==> config.mk <==
export PLATFORM = sky130hd
export DESIGN_NAME = av1_obu_packet_scanner_core
export DESIGN_NICKNAME = d
export VERILOG_FILES = /design/src/av1obu_pkg.sv /design/src/av1obu_packet_scanner_core.sv /design/src/av1obu_walker.sv
export SDC_FILE = /design/constraint.sdc
export NUM_CORES = 1
export LEC_CHECK = 0
export BUFFER_PORTS_ARGS = -buffer_cell sky130_fd_sc_hd__buf_4
export CORE_ASPECT_RATIO = 1.4
export CORE_UTILIZATION = 30
export DETAILED_ROUTE_END_ITERATION = 10
export GPL_ROUTABILITY_DRIVEN = 0
export PLACE_DENSITY = 0.5
export SLEW_MARGIN = 40
export SYNTH_ARGS = -nofsm -noshare
export SYNTH_HDL_FRONTEND = slang
export SYNTH_HIERARCHICAL = 1
export SYNTH_SLANG_ARGS = --single-unit
==> constraint.sdc <==
create_clock -name i_clk -period 3.7 [get_ports i_clk]
set_clock_uncertainty 0.2 [all_clocks]
set_input_delay 0 -clock i_clk [delete_from_list [all_inputs] [get_ports i_clk]]
set_output_delay 0 -clock i_clk [all_outputs]
set_load 0.005 [all_outputs]
==> src/av1obu_pkg.sv <==
// shared types and constants for the av1 obu packet scanner
package av1obu_pkg;

    localparam int unsigned REM_W = 56;
    localparam int unsigned LEB_IDX_W = 3;

    localparam logic [1:0] PH_HEADER  = 2'd0;
    localparam logic [1:0] PH_EXT     = 2'd1;
    localparam logic [1:0] PH_LEB     = 2'd2;
    localparam logic [1:0] PH_PAYLOAD = 2'd3;

    localparam logic [3:0] KIND_SEQ_HDR   = 4'd1;
    localparam logic [3:0] KIND_FRAME_HDR = 4'd3;
    localparam logic [3:0] KIND_METADATA  = 4'd5;
    localparam logic [3:0] KIND_FRAME     = 4'd6;

    localparam logic [7:0] LEB_DATA_MASK = 8'h7f;
    localparam logic [7:0] LEB_CONT_BIT  = 8'h80;

    typedef struct packed {
        logic [7:0] in_byte;
        logic       last_in;
    } t_in;

    typedef struct packed {
        logic [7:0] out_byte;
        logic       to_header;
        logic       last_out;
        logic       is_keyframe;
    } t_out;

endpackage

==> src/av1obu_packet_scanner_core.sv <==
// top level of the av1 obu packet scanner: walker plus output skid stage
//
// channel   dir   handshake                   payload
// input     in    i_in_valid / o_in_ready     i_in_data  (t_in)
// output    out   o_out_valid / i_out_ready   o_out_data (t_out)
//
// one byte per cycle while o_in_ready is high; results are registered
// the walker state updates in the accept cycle, so bytes follow back to back
// the two-entry output stage holds one extra result during a stall
// before o_in_ready drops; o_in_ready comes straight from a register
// synchronous active-low reset returns to the expect-header state
module av1_obu_packet_scanner_core #(
    parameter int MAX_LEB_BYTES = 8
) (
    input  logic             i_clk,
    input  logic             i_rst_n,
    input  logic             i_in_valid,
    output logic             o_in_ready,
    input  av1obu_pkg::t_in  i_in_data,
    output logic             o_out_valid,
    input  logic             i_out_ready,
    output av1obu_pkg::t_out o_out_data
);

    logic             accept;
    logic             take;
    av1obu_pkg::t_out result;

    logic             r_out_valid;
    logic             r_skid_valid;
    av1obu_pkg::t_out r_out;
    av1obu_pkg::t_out r_skid;

    assign o_in_ready  = !r_skid_valid;
    assign accept      = i_in_valid && o_in_ready;
    assign take        = r_out_valid && i_out_ready;
    assign o_out_valid = r_out_valid;
    assign o_out_data  = r_out;

    av1obu_walker #(
        .MAX_LEB_BYTES(MAX_LEB_BYTES)
    ) u_walker (
        .i_clk    (i_clk),
        .i_rst_n  (i_rst_n),
        .i_accept (accept),
        .i_data   (i_in_data),
        .o_result (result)
    );

    always_ff @(posedge i_clk) begin
        if (!i_rst_n) begin
            r_out_valid  <= 1'b0;
            r_skid_valid <= 1'b0;
        end else if (take) begin
            if (r_skid_valid) begin
                r_out_valid  <= 1'b1;
                r_skid_valid <= 1'b0;
            end else begin
                r_out_valid <= accept;
            end
        end else if (accept) begin
            if (r_out_valid) begin
                r_skid_valid <= 1'b1;
            end else begin
                r_out_valid <= 1'b1;
            end
        end
    end

    always_ff @(posedge i_clk) begin
        if (take) begin
            if (r_skid_valid) begin
                r_out <= r_skid;
            end else if (accept) begin
                r_out <= result;
            end
        end else if (accept) begin
            if (r_out_valid) begin
                r_skid <= result;
            end else begin
                r_out <= result;
            end
        end
    end

endmodule

==> src/av1obu_walker.sv <==
// obu walk state and per-byte result logic
module av1obu_walker #(
    parameter int MAX_LEB_BYTES = 8
) (
    input  logic            i_clk,
    input  logic            i_rst_n,
    input  logic            i_accept,
    input  av1obu_pkg::t_in i_data,
    output av1obu_pkg::t_out o_result
);

    logic [1:0]                          r_phase, n_phase;
    logic [3:0]                          r_obu_kind, n_obu_kind;
    logic                                r_ext_pending, n_ext_pending;
    logic                                r_has_length, n_has_length;
    logic [av1obu_pkg::LEB_IDX_W-1:0]    r_leb_index, n_leb_index;
    logic [av1obu_pkg::REM_W-1:0]        r_remaining, n_remaining;
    logic                                r_header_obu, n_header_obu;
    logic                                r_decided, n_decided;
    logic                                r_key_result, n_key_result;

    logic [7:0]                          b;
    logic                                flag;
    logic [3:0]                          hdr_kind;
    logic                                hdr_is_header;
    logic [5:0]                          leb_shift;
    logic [av1obu_pkg::REM_W-1:0]        leb_acc;
    logic [3:0]                          leb_count;
    logic [av1obu_pkg::REM_W-1:0]        rem_dec;

    always_comb begin
        b             = i_data.in_byte;
        hdr_kind      = b[6:3];
        hdr_is_header = (hdr_kind == av1obu_pkg::KIND_SEQ_HDR) ||
                        (hdr_kind == av1obu_pkg::KIND_METADATA);
        leb_shift     = 6'(r_leb_index) * 6'd7;
        leb_acc       = r_remaining |
                        (av1obu_pkg::REM_W'(b & av1obu_pkg::LEB_DATA_MASK) << leb_shift);
        leb_count     = {1'b0, r_leb_index} + 4'd1;
        rem_dec       = (r_remaining != '0) ? r_remaining - 1'b1 : r_remaining;

        n_phase       = r_phase;
        n_obu_kind    = r_obu_kind;
        n_ext_pending = r_ext_pending;
        n_has_length  = r_has_length;
        n_leb_index   = r_leb_index;
        n_remaining   = r_remaining;
        n_header_obu  = r_header_obu;
        n_decided     = r_decided;
        n_key_result  = r_key_result;
        flag          = r_header_obu;

        unique case (r_phase)
            av1obu_pkg::PH_HEADER: begin
                n_obu_kind    = hdr_kind;
                n_ext_pending = b[2];
                n_has_length  = b[1];
                n_header_obu  = hdr_is_header;
                flag          = hdr_is_header;
                if (b[2]) begin
                    n_phase = av1obu_pkg::PH_EXT;
                end else if (b[1]) begin
                    n_phase     = av1obu_pkg::PH_LEB;
                    n_leb_index = '0;
                    n_remaining = '0;
                end else begin
                    n_phase = av1obu_pkg::PH_PAYLOAD;
                end
            end
            av1obu_pkg::PH_EXT: begin
                n_ext_pending = 1'b0;
                if (r_has_length) begin
                    n_phase     = av1obu_pkg::PH_LEB;
                    n_leb_index = '0;
                    n_remaining = '0;
                end else begin
                    n_phase = av1obu_pkg::PH_PAYLOAD;
                end
            end
            av1obu_pkg::PH_LEB: begin
                n_remaining = leb_acc;
                if ((b & av1obu_pkg::LEB_CONT_BIT) == 8'd0 ||
                    leb_count >= 4'(MAX_LEB_BYTES)) begin
                    n_leb_index = '0;
                    n_phase     = (leb_acc == '0) ? av1obu_pkg::PH_HEADER
                                                  : av1obu_pkg::PH_PAYLOAD;
                end else begin
                    n_leb_index = r_leb_index + 1'b1;
                end
            end
            av1obu_pkg::PH_PAYLOAD: begin
                if ((r_obu_kind == av1obu_pkg::KIND_FRAME ||
                     r_obu_kind == av1obu_pkg::KIND_FRAME_HDR) && !r_decided) begin
                    n_decided    = 1'b1;
                    n_key_result = !b[7] && (b[6:5] == 2'd0);
                end
                if (r_has_length) begin
                    n_remaining = rem_dec;
                    if (rem_dec == '0) begin
                        n_phase = av1obu_pkg::PH_HEADER;
                    end
                end
            end
            default: begin
                n_phase = av1obu_pkg::PH_HEADER;
            end
        endcase

        o_result.out_byte    = b;
        o_result.to_header   = flag;
        o_result.last_out    = i_data.last_in;
        o_result.is_keyframe = i_data.last_in & n_decided & n_key_result;
    end

    always_ff @(posedge i_clk) begin
        if (!i_rst_n || (i_accept && i_data.last_in)) begin
            r_phase       <= av1obu_pkg::PH_HEADER;
            r_obu_kind    <= '0;
            r_ext_pending <= 1'b0;
            r_has_length  <= 1'b0;
            r_leb_index   <= '0;
            r_remaining   <= '0;
            r_header_obu  <= 1'b0;
            r_decided     <= 1'b0;
            r_key_result  <= 1'b0;
        end else if (i_accept) begin
            r_phase       <= n_phase;
            r_obu_kind    <= n_obu_kind;
            r_ext_pending <= n_ext_pending;
            r_has_length  <= n_has_length;
            r_leb_index   <= n_leb_index;
            r_remaining   <= n_remaining;
            r_header_obu  <= n_header_obu;
            r_decided     <= n_decided;
            r_key_result  <= n_key_result;
        end
    end

endmodule
==> run metrics, run 1 <==
FF+latch count, synth a little over 90; Clk pwr share 0.271; Ys Warns 6; Post-synth EDFFs 22; clock latency on the worst-skew pair roughly 0.37 ns; area of the multi-input gates 4680 sq um; Worst setup EP type flip-flop; DRT iter0 DRCs between 800 and 900; Worst-path clk slew 0.07 ns; HP Class in2reg; run status completed; global-route wire length before repair between 40,000 and 50,000 um; most numerous cell in the Yosys netlist a21oi_1; total track usage 0.248; number of setup violations in the final report 0; number of global-route vias before repair 7,681; max_cap viols 0; ranking of synthesized cells by area dfxtp_1 (20%), edfxtp_1 (9.3%), a21oi_1 (7.4%), nor2_1 (5.1%), nand2_1 (4.9%); via/cell ratio approximately 6; Die W approximately 130 um; HPWL Detailed 21,300 um; Synth Flop Type dfxtp_1; total vias in the final route around 8,000; Routed Antenna Nets 0; area share of the largest cell type after synthesis 0.201; CTS tree yes; Internal between 2 and 2.5 mW; htree depth 3; Slew Limit Fails 0; Row Count 66; ant diodes 0; fin nets about 1,100; Core Footprint 23,200 sq um; P_leak 3.60 nW; FFs w/ async S/R, synth 0; initial antenna violation count 0; WL per Instance 21.9 um; CTS Buf Count 9; Avg Cell Area, Syn between 7 and 8 sq um; leading area contributor after synthesis dfxtp_1; port bufs 25; Syn Std Cell Area between 7000 and 8000 sq um; CP peak stage delay between 0.6 and 0.7 ns; slew margin rel. 0.461; die height about 180 um; Setup CP Type reg2reg; switching share of power 0.371; clk sink count 93; final routed DRC violation total 0; P_sw between 1 and 1.5 mW; CTS max path bufs 2; core occupancy in the finished layout 0.386; top achievable clock speed 276 MHz; fraction of layout cells with a size suffix above 1 0.248; startpoint types flip-flop; WP data required 3.76 ns; Slew @ Worst Pin around 0.8 ns; Syn Nets 964; fin crit share 0.981; most frequent cells after synthesis a21oi_1 (104), nor2_1 (97), nand2_1 (93); final WL approximately 30,000 um; worst path arrival time ~3.7 ns; maximum vdd drop between 200 and 250 uV; root buf cell clkbuf_16; sequential share of power 0.331; Cells after Synth 949; die area ~24,000 sq um; Final min period 3.63 ns; Sequential Area 2080 sq um; Post-Place Cell Area between 8000 and 9000 sq um; IO Count 26; Remaining Overflow, GRT 0; Comb pwr share 0.397; synthesis-to-finish area growth 26.6%; post-route design area around 9000 sq um; first-pass iteration count of the detailed router 5; sequential-to-total area share from yosys stat 0.294; crit-path cells or4_1, buf_4, or3_1, and4_1, xor2_1, or4b_2, or4_1, nor4_2, nor2_1; Slowest-stage cell, CP or4b_2; Starting Density 0.305; Top cell by count, worst path or4_1; Filler Cell Count roughly 2,400; Max FO, Critical Path 3; Final Hold Viols 0; largest net degree at the start of global routing just over 60; Unique masters post-synth a little under 80; unrepaired setup endpoints after global routing true; PD cells approximately 370 nW/um^2
==> sequential cells by signal, indices dropped and copies added (netlist names) <==
register / cells
u_walker/r_header_obu: 1
u_walker/r_phase: 2
u_walker/r_remaining: 56
r_skid: 11
u_walker/r_obu_kind: 4
u_walker/r_leb_index: 3
o_out_valid: 1
u_walker/r_decided: 1
r_skid_valid: 1
u_walker/r_key_result: 1
o_out_data: 11
u_walker/r_has_length: 1
==> path summary, 6_finish.rpt <==
path,start,endpoint,slack [ns],depth (start not counted)
hold / removal,i_out_ready,o_out_data[10]$_DFFE_PP_,0.09,3
hold reg to reg,u_walker/r_header_obu$_SDFFE_PP0P_,u_walker/r_header_obu$_SDFFE_PP0P_,0.28,2
setup / recovery,u_walker/r_remaining[51]$_SDFFE_PP0P_,u_walker/r_phase[0]$_SDFFE_PP0P_,0.07,9
setup reg to reg,u_walker/r_remaining[51]$_SDFFE_PP0P_,u_walker/r_phase[0]$_SDFFE_PP0P_,0.07,9
==> power by group through the flow <==
stage / combinational, mW / sequential [mW] / clock [mW]
detailed placement: 1.20 / 1.11 / 0
global placement: 1.20 / 1.11 / 0
finish: 1.30 / 1.09 / 0.890
CTS: 1.23 / 1.09 / 0.917
floorplan: 0.684 / 1.10 / 0
global route: 1.39 / 1.09 / 0.953
==> worst max-delay path, delay by kind of cell, from the launching register on <==
family / cells / cell delay, ns
flip-flops: 1 / 0.30
XOR/XNOR: 1 / 0.18
AND/OR/NAND/NOR: 7 / 2.65
buffers and inverters: 1 / 0.19
==> cell usage in the layout, fill, tap and decap left out, types with 17 or more instances in the layout <==
master / Yosys / routed
nand3_1: 41 / 41
edfxtp_1: 22 / 22
nor3_1: 40 / 36
nor2_1: 97 / 95
o21ai_0: 54 / 52
nand4_1: 18 / 18
a21oi_1: 104 / 103
nand2_1: 93 / 92
dfxtp_1: 71 / 70
inv_1: 17 / 17
buf_4: 14 / 173
==> routing by layer <==
layer / vias up / track usage / wire, um / part of all wire
met5: - / 0 / 0 / 0
met4: 0 / 0.153 / 1780 / 0.060
met3: 104 / 0.0403 / 1870 / 0.063
met2: 345 / 0.434 / 14600 / 0.49
met1: 3852 / 0.283 / 11600 / 0.39
li1: 3733 / - / - / -
==> cell families after synthesis <==
group,after synthesis,share of synthesized area
multiplexers,27,0.0458
XOR/XNOR,27,0.0334
flip-flops,93,0.294
AND/OR/NAND/NOR,407,0.298
AO/OA/AOI/OAI,280,0.251
adder cells (fa/ha/maj),2,0.00353
buffers and inverters,113,0.0741
==> what timing repair did <==
action	CTS	global route
pin swaps	1	6
buffers inserted	1	1
endpoints found under the setup margin	2	5
hold buffers	14	0
resized for setup	5	31
endpoints found under the hold margin	28	0
==> cell type report <==
cell class | count | area share
Tap cell | 306 | 0.0427
Timing Repair Buffer | 190 | 0.166
Clock inverter | 5 | 0.00405
Clock buffer | 11 | 0.0260
Sequential cell | 93 | 0.232
Multi-Input combinational cell | 743 | 0.522
Inverter | 17 | 0.00712
==> metrics by stage <==
| step | cells | setup WS, ns | setup TNS (ns) | power (mW) | hold WS (ns) |
|---|---|---|---|---|---|
| after floorplan | 949 | -0.0240 | -0.0425 | 1.79 | -0.0862 |
| after global placement | 1333 | -0.180 | -0.358 | 2.31 | 0.0211 |
| after detailed placement | 1333 | -0.189 | -0.372 | 2.30 | 0.0288 |
| after CTS | 1364 | 0.0112 | 0 | 3.23 | 0.0911 |
| after global routing | 1365 | -0.0254 | -0.0254 | 3.43 | 0.137 |
| final | 1365 | 0.0706 | 0 | 3.28 | 0.0883 |
(Power assumes the default switching activity.)
==> run 2: changes to the inputs <==
--- a/config.mk
+++ b/config.mk
@@ -5,12 +5,12 @@
 export SDC_FILE = /design/constraint.sdc
 export NUM_CORES = 1
 export LEC_CHECK = 0
-export BUFFER_PORTS_ARGS = -buffer_cell sky130_fd_sc_hd__buf_4
 export CORE_ASPECT_RATIO = 1.4
 export CORE_UTILIZATION = 30
 export DETAILED_ROUTE_END_ITERATION = 10
+export DONT_BUFFER_PORTS = 1
 export GPL_ROUTABILITY_DRIVEN = 0
-export PLACE_DENSITY = 0.5
+export PLACE_DENSITY = 0.48
 export SLEW_MARGIN = 40
 export SYNTH_ARGS = -nofsm -noshare
 export SYNTH_HDL_FRONTEND = slang
==> constraint.sdc (replaced) <==
create_clock -name i_clk -period 4.35 [get_ports i_clk]
set_clock_uncertainty 0.2 [all_clocks]
set_input_delay 0 -clock i_clk [delete_from_list [all_inputs] [get_ports i_clk]]
set_output_delay 0 -clock i_clk [all_outputs]
set_load 0.005 [all_outputs]
==> run metrics, run 2 (same netlist as run 1, synthesis figures left out) <==
fraction of layout cells with a size suffix above 1 0.140 (was 0.248); fin crit share 0.966 (was 0.981); via/cell ratio 6.05 (was 5.89); initial antenna violation count 1 (was 0); Worst setup EP type flip-flop (unchanged); CTS Buf Count 9 (unchanged); Filler Cell Count 2,480 (was 2,448); maximum vdd drop 213 uV (was 229 uV); max reg flops 56 (unchanged); CTS tree yes (unchanged); PD cells 326 nW/um^2 (was 366 nW/um^2); CTS max path bufs 2 (unchanged); first-pass iteration count of the detailed router 5 (unchanged); Routed Antenna Nets 0 (unchanged); Starting Density 0.305 (unchanged); crit-path cells inv_1, ha_1, or4b_2, or4_1, a311oi_1, buf_4, nand3_1, xnor2_1, a211oi_1, buf_4, nand3_1, nor4_1, a2111oi_2 (was or4_1, buf_4, or3_1, and4_1, xor2_1, or4b_2, or4_1, nor4_2, nor2_1); Max FO, Critical Path 12 (was 3); most frequent cells in the layout a21oi_1 (103), nor2_1 (97), nand2_1 (92), dfxtp_1 (69), buf_4 (68) (was buf_4 (173), a21oi_1 (103), nor2_1 (95), nand2_1 (92), dfxtp_1 (70)); Final Non-Filler Cells 1,265 (was 1,365); P_leak 3.02 nW (was 3.60 nW); DRT iter0 DRCs 712 (was 836); core occupancy in the finished layout 0.345 (was 0.386); largest net degree at the start of global routing 42 (was 62); Post-CTS Setup Bufs 0 (was 1); worst path arrival time 4.24 ns (was 3.69 ns); slew margin rel. 0.455 (was 0.461); die area 24,200 sq um (unchanged); Final Hold Viols 0 (unchanged); port bufs 0 (was 25); die height 184 um (unchanged); WL per Instance 23.4 um (was 21.9 um); final setup margin 0.149 ns (was 0.0706 ns); HP Class in2reg (unchanged); Remaining Overflow, GRT 0 (unchanged); Inst Count DP 1,228 (was 1,333); fin nets 969 (was 1,069); ant diodes 0 (unchanged); run status completed (unchanged); Slowest-stage cell, CP or4b_2 (unchanged); global-route wire length before repair 44,700 um (was 45,700 um); dpl ws 0.176 ns (was -0.189 ns); number of setup violations in the final report 0 (unchanged); clock latency on the worst-skew pair 0.37 ns (about the same); R2R setup slack 0.15 ns (was 0.07 ns); Die W 132 um (unchanged); total vias in the final route 7,656 (was 8,034); final WL 29,600 um (was 29,800 um); Core Footprint 23,200 sq um (unchanged); clk sink count 93 (unchanged); Slew Limit Fails 0 (unchanged); Setup TNS Final 0 ns (unchanged); synthesis-to-finish area growth 13.0% (was 26.6%); IO Count 26 (unchanged); max_cap viols 0 (unchanged); Biggest register u_walker/r_remaining (unchanged); Setup CP Type reg2reg (unchanged); final routed DRC violation total 0 (unchanged); WP data required 4.39 ns (was 3.76 ns); leading cell type in the layout, fill and taps excluded a21oi_1 (was buf_4); Pwr Total 2.61 mW (was 3.28 mW); top achievable clock speed 238 MHz (was 276 MHz); Final min period 4.20 ns (was 3.63 ns); HPWL Detailed 20,700 um (was 21,300 um); startpoint types flip-flop (unchanged); Worst-path clk slew 0.07 ns (about the same); unrepaired setup endpoints after global routing false (was true); CP peak stage delay 0.62 ns (was 0.64 ns); total track usage 0.247 (was 0.248); number of global-route vias before repair 7,307 (was 7,681); htree depth 3 (unchanged); Row Count 66 (unchanged); root buf cell clkbuf_16 (unchanged); Slew @ Worst Pin 0.815 ns (was 0.808 ns)
==> run 2: cell types whose count changed in the layout (fill, tap and decap cells not counted), moves of 4 or more <==
cell	before	now
buf_2	0	6
buf_4	173	68
nor3_1	36	40
nor4_1	15	20
nor4_2	7	2
==> run 2: worst max-delay path, delay by kind of cell (launching register included) <==
family                     cells  cell delay [ns]
AOI/OAI and AO/OA              3             0.69
adders and majority gates      1             0.27
and+or+nand+nor                5             1.75
buffers and inverters          3             0.52
xor gates and xnor gates       1             0.26
DFF                            1             0.36
==> run 2: through the flow <==
| stage | cell area, sq um | hold slack (ns) |
|---|---|---|
| 4_1_cts | 7960 | 0.0240 |
| 2_1_floorplan | 7080 | -0.0862 |
| 6_report | 8000 | 0.0184 |
| 3_3_place_gp | 7540 | -0.101 |
| 3_5_place_dp | 7540 | -0.101 |
| 5_1_grt | 8000 | 0.0427 |
==> run 2: cell type report <==
class | instances | area, sq um | share of cell area
clock buffers | 11 | 233 | 0.0291
clock inverters | 5 | 37.5 | 0.00469
inverters | 17 | 63.8 | 0.00798
multi-input cells | 743 | 4490 | 0.561
flip-flops and latches | 93 | 2080 | 0.261
well taps | 306 | 383 | 0.0479
repair buffers | 90 | 711 | 0.0889
==> run 2: power breakdown <==
part           internal, mW  leakage, nW  switching (mW)  total [mW]
Combinational         0.336         2.11           0.583       0.920
Sequential            0.907        0.781          0.0254       0.933
Clock                 0.389        0.126           0.369       0.758
==> run 2: timing repair <==
item,in CTS,in global routing
setup endpoints to repair,0,1
endpoints found under the hold margin,104,7
resized for setup,0,1
hold buffers,15,6
==> run 2: final timing paths <==
kind,endpoint,cells past startpoint,from
hold reg to reg,u_walker/r_header_obu$_SDFFE_PP0P_,2,u_walker/r_header_obu$_SDFFE_PP0P_
setup / recovery,u_walker/r_phase[1]$_SDFFE_PP0P_,13,u_walker/r_remaining[1]$_SDFFE_PP0P_
hold / removal,r_skid[1]$_DFFE_PP_,1,i_in_valid
setup reg to reg,u_walker/r_phase[1]$_SDFFE_PP0P_,13,u_walker/r_remaining[1]$_SDFFE_PP0P_
==> run 2: routing by layer <==
layer / routed length [um] / vias to the layer above / track usage
met5: 0 / - / 0
met4: 1720 / 0 / 0.164
met3: 2060 / 98 / 0.0527
met2: 14900 / 339 / 0.437
met1: 10900 / 3686 / 0.266
li1: - / 3533 / -
==> run 3: changes to the inputs <==
--- a/config.mk
+++ b/config.mk
@@ -5,12 +5,14 @@
 export SDC_FILE = /design/constraint.sdc
 export NUM_CORES = 1
 export LEC_CHECK = 0
+export CELL_PAD_IN_SITES_DETAIL_PLACEMENT = 0
+export CELL_PAD_IN_SITES_GLOBAL_PLACEMENT = 1
 export CORE_ASPECT_RATIO = 1.4
 export CORE_UTILIZATION = 30
 export DETAILED_ROUTE_END_ITERATION = 10
 export DONT_BUFFER_PORTS = 1
 export GPL_ROUTABILITY_DRIVEN = 0
-export PLACE_DENSITY = 0.48
+export PLACE_DENSITY = 0.59
 export SLEW_MARGIN = 40
 export SYNTH_ARGS = -nofsm -noshare
 export SYNTH_HDL_FRONTEND = slang
==> constraint.sdc (replaced) <==
create_clock -name i_clk -period 4 [get_ports i_clk]
set_clock_uncertainty 0.2 [all_clocks]
set_input_delay 0 -clock i_clk [delete_from_list [all_inputs] [get_ports i_clk]]
set_output_delay 0 -clock i_clk [all_outputs]
set_load 0.005 [all_outputs]
==> run metrics, run 3 (same netlist as run 1, synthesis figures left out) <==
max reg flops 56 (unchanged); final routed DRC violation total 0 (unchanged); WHS 0.0456 ns (was 0.0184 ns); die height 184 um (unchanged); fraction of layout cells with a size suffix above 1 0.184 (was 0.140); WP data required 4.05 ns (was 4.39 ns); final WL 31,300 um (was 29,600 um); WL per Instance 24.0 um (was 23.4 um); fin crit share 0.973 (was 0.966); startpoint types flip-flop (unchanged); number of setup violations in the final report 0 (unchanged); core occupancy in the finished layout 0.363 (was 0.345); via/cell ratio 5.98 (was 6.05); Max FO, Critical Path 6 (was 12); Starting Density 0.305 (unchanged); ant diodes 0 (unchanged); root buf cell clkbuf_16 (unchanged); Final Hold Viols 0 (unchanged); fin nets 1,012 (was 969); HP Class in2reg (unchanged); DRT iter0 DRCs 671 (was 712); top achievable clock speed 257 MHz (was 238 MHz); Remaining Overflow, GRT 0 (unchanged); total track usage 0.260 (was 0.247); largest net degree at the start of global routing 43 (was 42); slew margin rel. 0.425 (was 0.455); most frequent cells in the layout buf_4 (113), a21oi_1 (103), nor2_1 (97), nand2_1 (92), dfxtp_1 (70) (was a21oi_1 (103), nor2_1 (97), nand2_1 (92), dfxtp_1 (69), buf_4 (68)); run status completed (unchanged); initial antenna violation count 0 (was 1); Worst setup EP type flip-flop (unchanged); Core Footprint 23,200 sq um (unchanged); worst path arrival time 3.94 ns (was 4.24 ns); P_leak 3.28 nW (was 3.02 nW); Slew @ Worst Pin 0.860 ns (was 0.815 ns); die area 24,200 sq um (unchanged); Routed Antenna Nets 0 (unchanged); Slowest-stage cell, CP or4b_2 (unchanged); PD cells 373 nW/um^2 (was 326 nW/um^2); synthesis-to-finish area growth 18.9% (was 13.0%); CP peak stage delay 0.70 ns (was 0.62 ns); port bufs 0 (unchanged); Biggest register u_walker/r_remaining (unchanged); Row Count 66 (unchanged); maximum vdd drop 226 uV (was 213 uV); IO Count 26 (unchanged); global-route wire length before repair 46,800 um (was 44,700 um); clk sink count 93 (unchanged); CTS Buf Count 9 (unchanged); first-pass iteration count of the detailed router 5 (unchanged); Worst-path clk slew 0.08 ns (was 0.07 ns); Final min period 3.89 ns (was 4.20 ns); number of global-route vias before repair 7,555 (was 7,307); Top cell by count, worst path or4_1; Slew Limit Fails 0 (unchanged); htree depth 3 (unchanged); Post-CTS Setup Bufs 0 (unchanged); Post-Place Cell Area 7860 sq um (was 7540 sq um); total vias in the final route 7,825 (was 7,656); CTS max path bufs 2 (unchanged); CTS tree yes (unchanged); Setup CP Type reg2reg (unchanged); post-route design area 8420 sq um (was 8000 sq um); Die W 132 um (unchanged); max_cap viols 0 (unchanged); unrepaired setup endpoints after global routing true (was false); crit-path cells or4_1, nor4_4, and3_2, a211oi_2, xor2_1, or4b_2, or4_1, nor4_1, nor2_1 (was inv_1, ha_1, or4b_2, or4_1, a311oi_1, buf_4, nand3_1, xnor2_1, a211oi_1, buf_4, nand3_1, nor4_1, a2111oi_2); leading cell type in the layout, fill and taps excluded buf_4 (was a21oi_1); clock latency on the worst-skew pair 0.36 ns (was 0.37 ns); HPWL Detailed 22,200 um (was 20,700 um)
-- run 3: changes by cell type in the layout (fill, tap and decap cells not counted), sizes merged --
cell,change
bufinv,+3
inv,+3
clkbuf,-1
clkinvlp,-1
buf,+43
clkinv,-4
-- run 3: path summary, 6_finish.rpt --
kind | depth (start not counted) | startpoint | endpoint | slack, ns
setup / recovery | 9 | u_walker/r_remaining[51]$_SDFFE_PP0P_ | u_walker/r_phase[0]$_SDFFE_PP0P_ | 0.11
hold / removal | 1 | i_in_valid | r_skid[0]$_DFFE_PP_ | 0.05
setup reg to reg | 9 | u_walker/r_remaining[51]$_SDFFE_PP0P_ | u_walker/r_phase[0]$_SDFFE_PP0P_ | 0.11
hold reg to reg | 2 | u_walker/r_header_obu$_SDFFE_PP0P_ | u_walker/r_header_obu$_SDFFE_PP0P_ | 0.29
-- run 3: through the flow --
step / total power [mW] / TNS, ns / setup WS (ns) / instances
2_1_floorplan: 1.65 / 0 / 0.0325 / 949
3_3_place_gp: 2.03 / -0.0389 / -0.0389 / 1272
3_5_place_dp: 2.02 / 0 / 0.0194 / 1272
4_1_cts: 3.13 / 0 / 0.0230 / 1303
5_1_grt: 3.26 / -0.0736 / -0.0376 / 1308
6_report: 3.14 / 0 / 0.110 / 1308
-- run 3: timing repair --
action                                  in CTS  in global routing
endpoints found under the hold margin      104                  7
gates resized for setup                      1                  8
pin swaps                                    0                  0
hold buffers                                15                  5
endpoints found under the setup margin       1                  2
-- run 3: power breakdown --
| group | internal, mW | total, mW | switching (mW) |
|---|---|---|---|
| Clock | 0.620 | 1.07 | 0.445 |
| Sequential | 0.986 | 1.01 | 0.0239 |
| Combinational | 0.409 | 1.07 | 0.657 |
-- run 3: final cells by class --
cell class	instances	area, sq um
Clock buffer	10	229
Timing Repair Buffer	133	1020
Tap cell	306	383
Fill cell	2474	14800
Inverter	17	63.8
Multi-Input combinational cell	743	4520
Clock inverter	6	118
Sequential cell	93	2080
-- run 3: layer usage --
metal / global-route usage / up-vias / share of wire
met1: 0.295 / 3821 / 0.40
li1: - / 3632 / -
met4: 0.155 / 0 / 0.059
met5: 0 / - / 0
met3: 0.0375 / 97 / 0.046
met2: 0.461 / 275 / 0.50
-- run 3: critical path: cells and delay by family, from the launching register on --
family          cells  cell delay [ns]
compound gates      1             0.11
xor+xnor            1             0.19
flops               1             0.37
simple gates        7             2.90
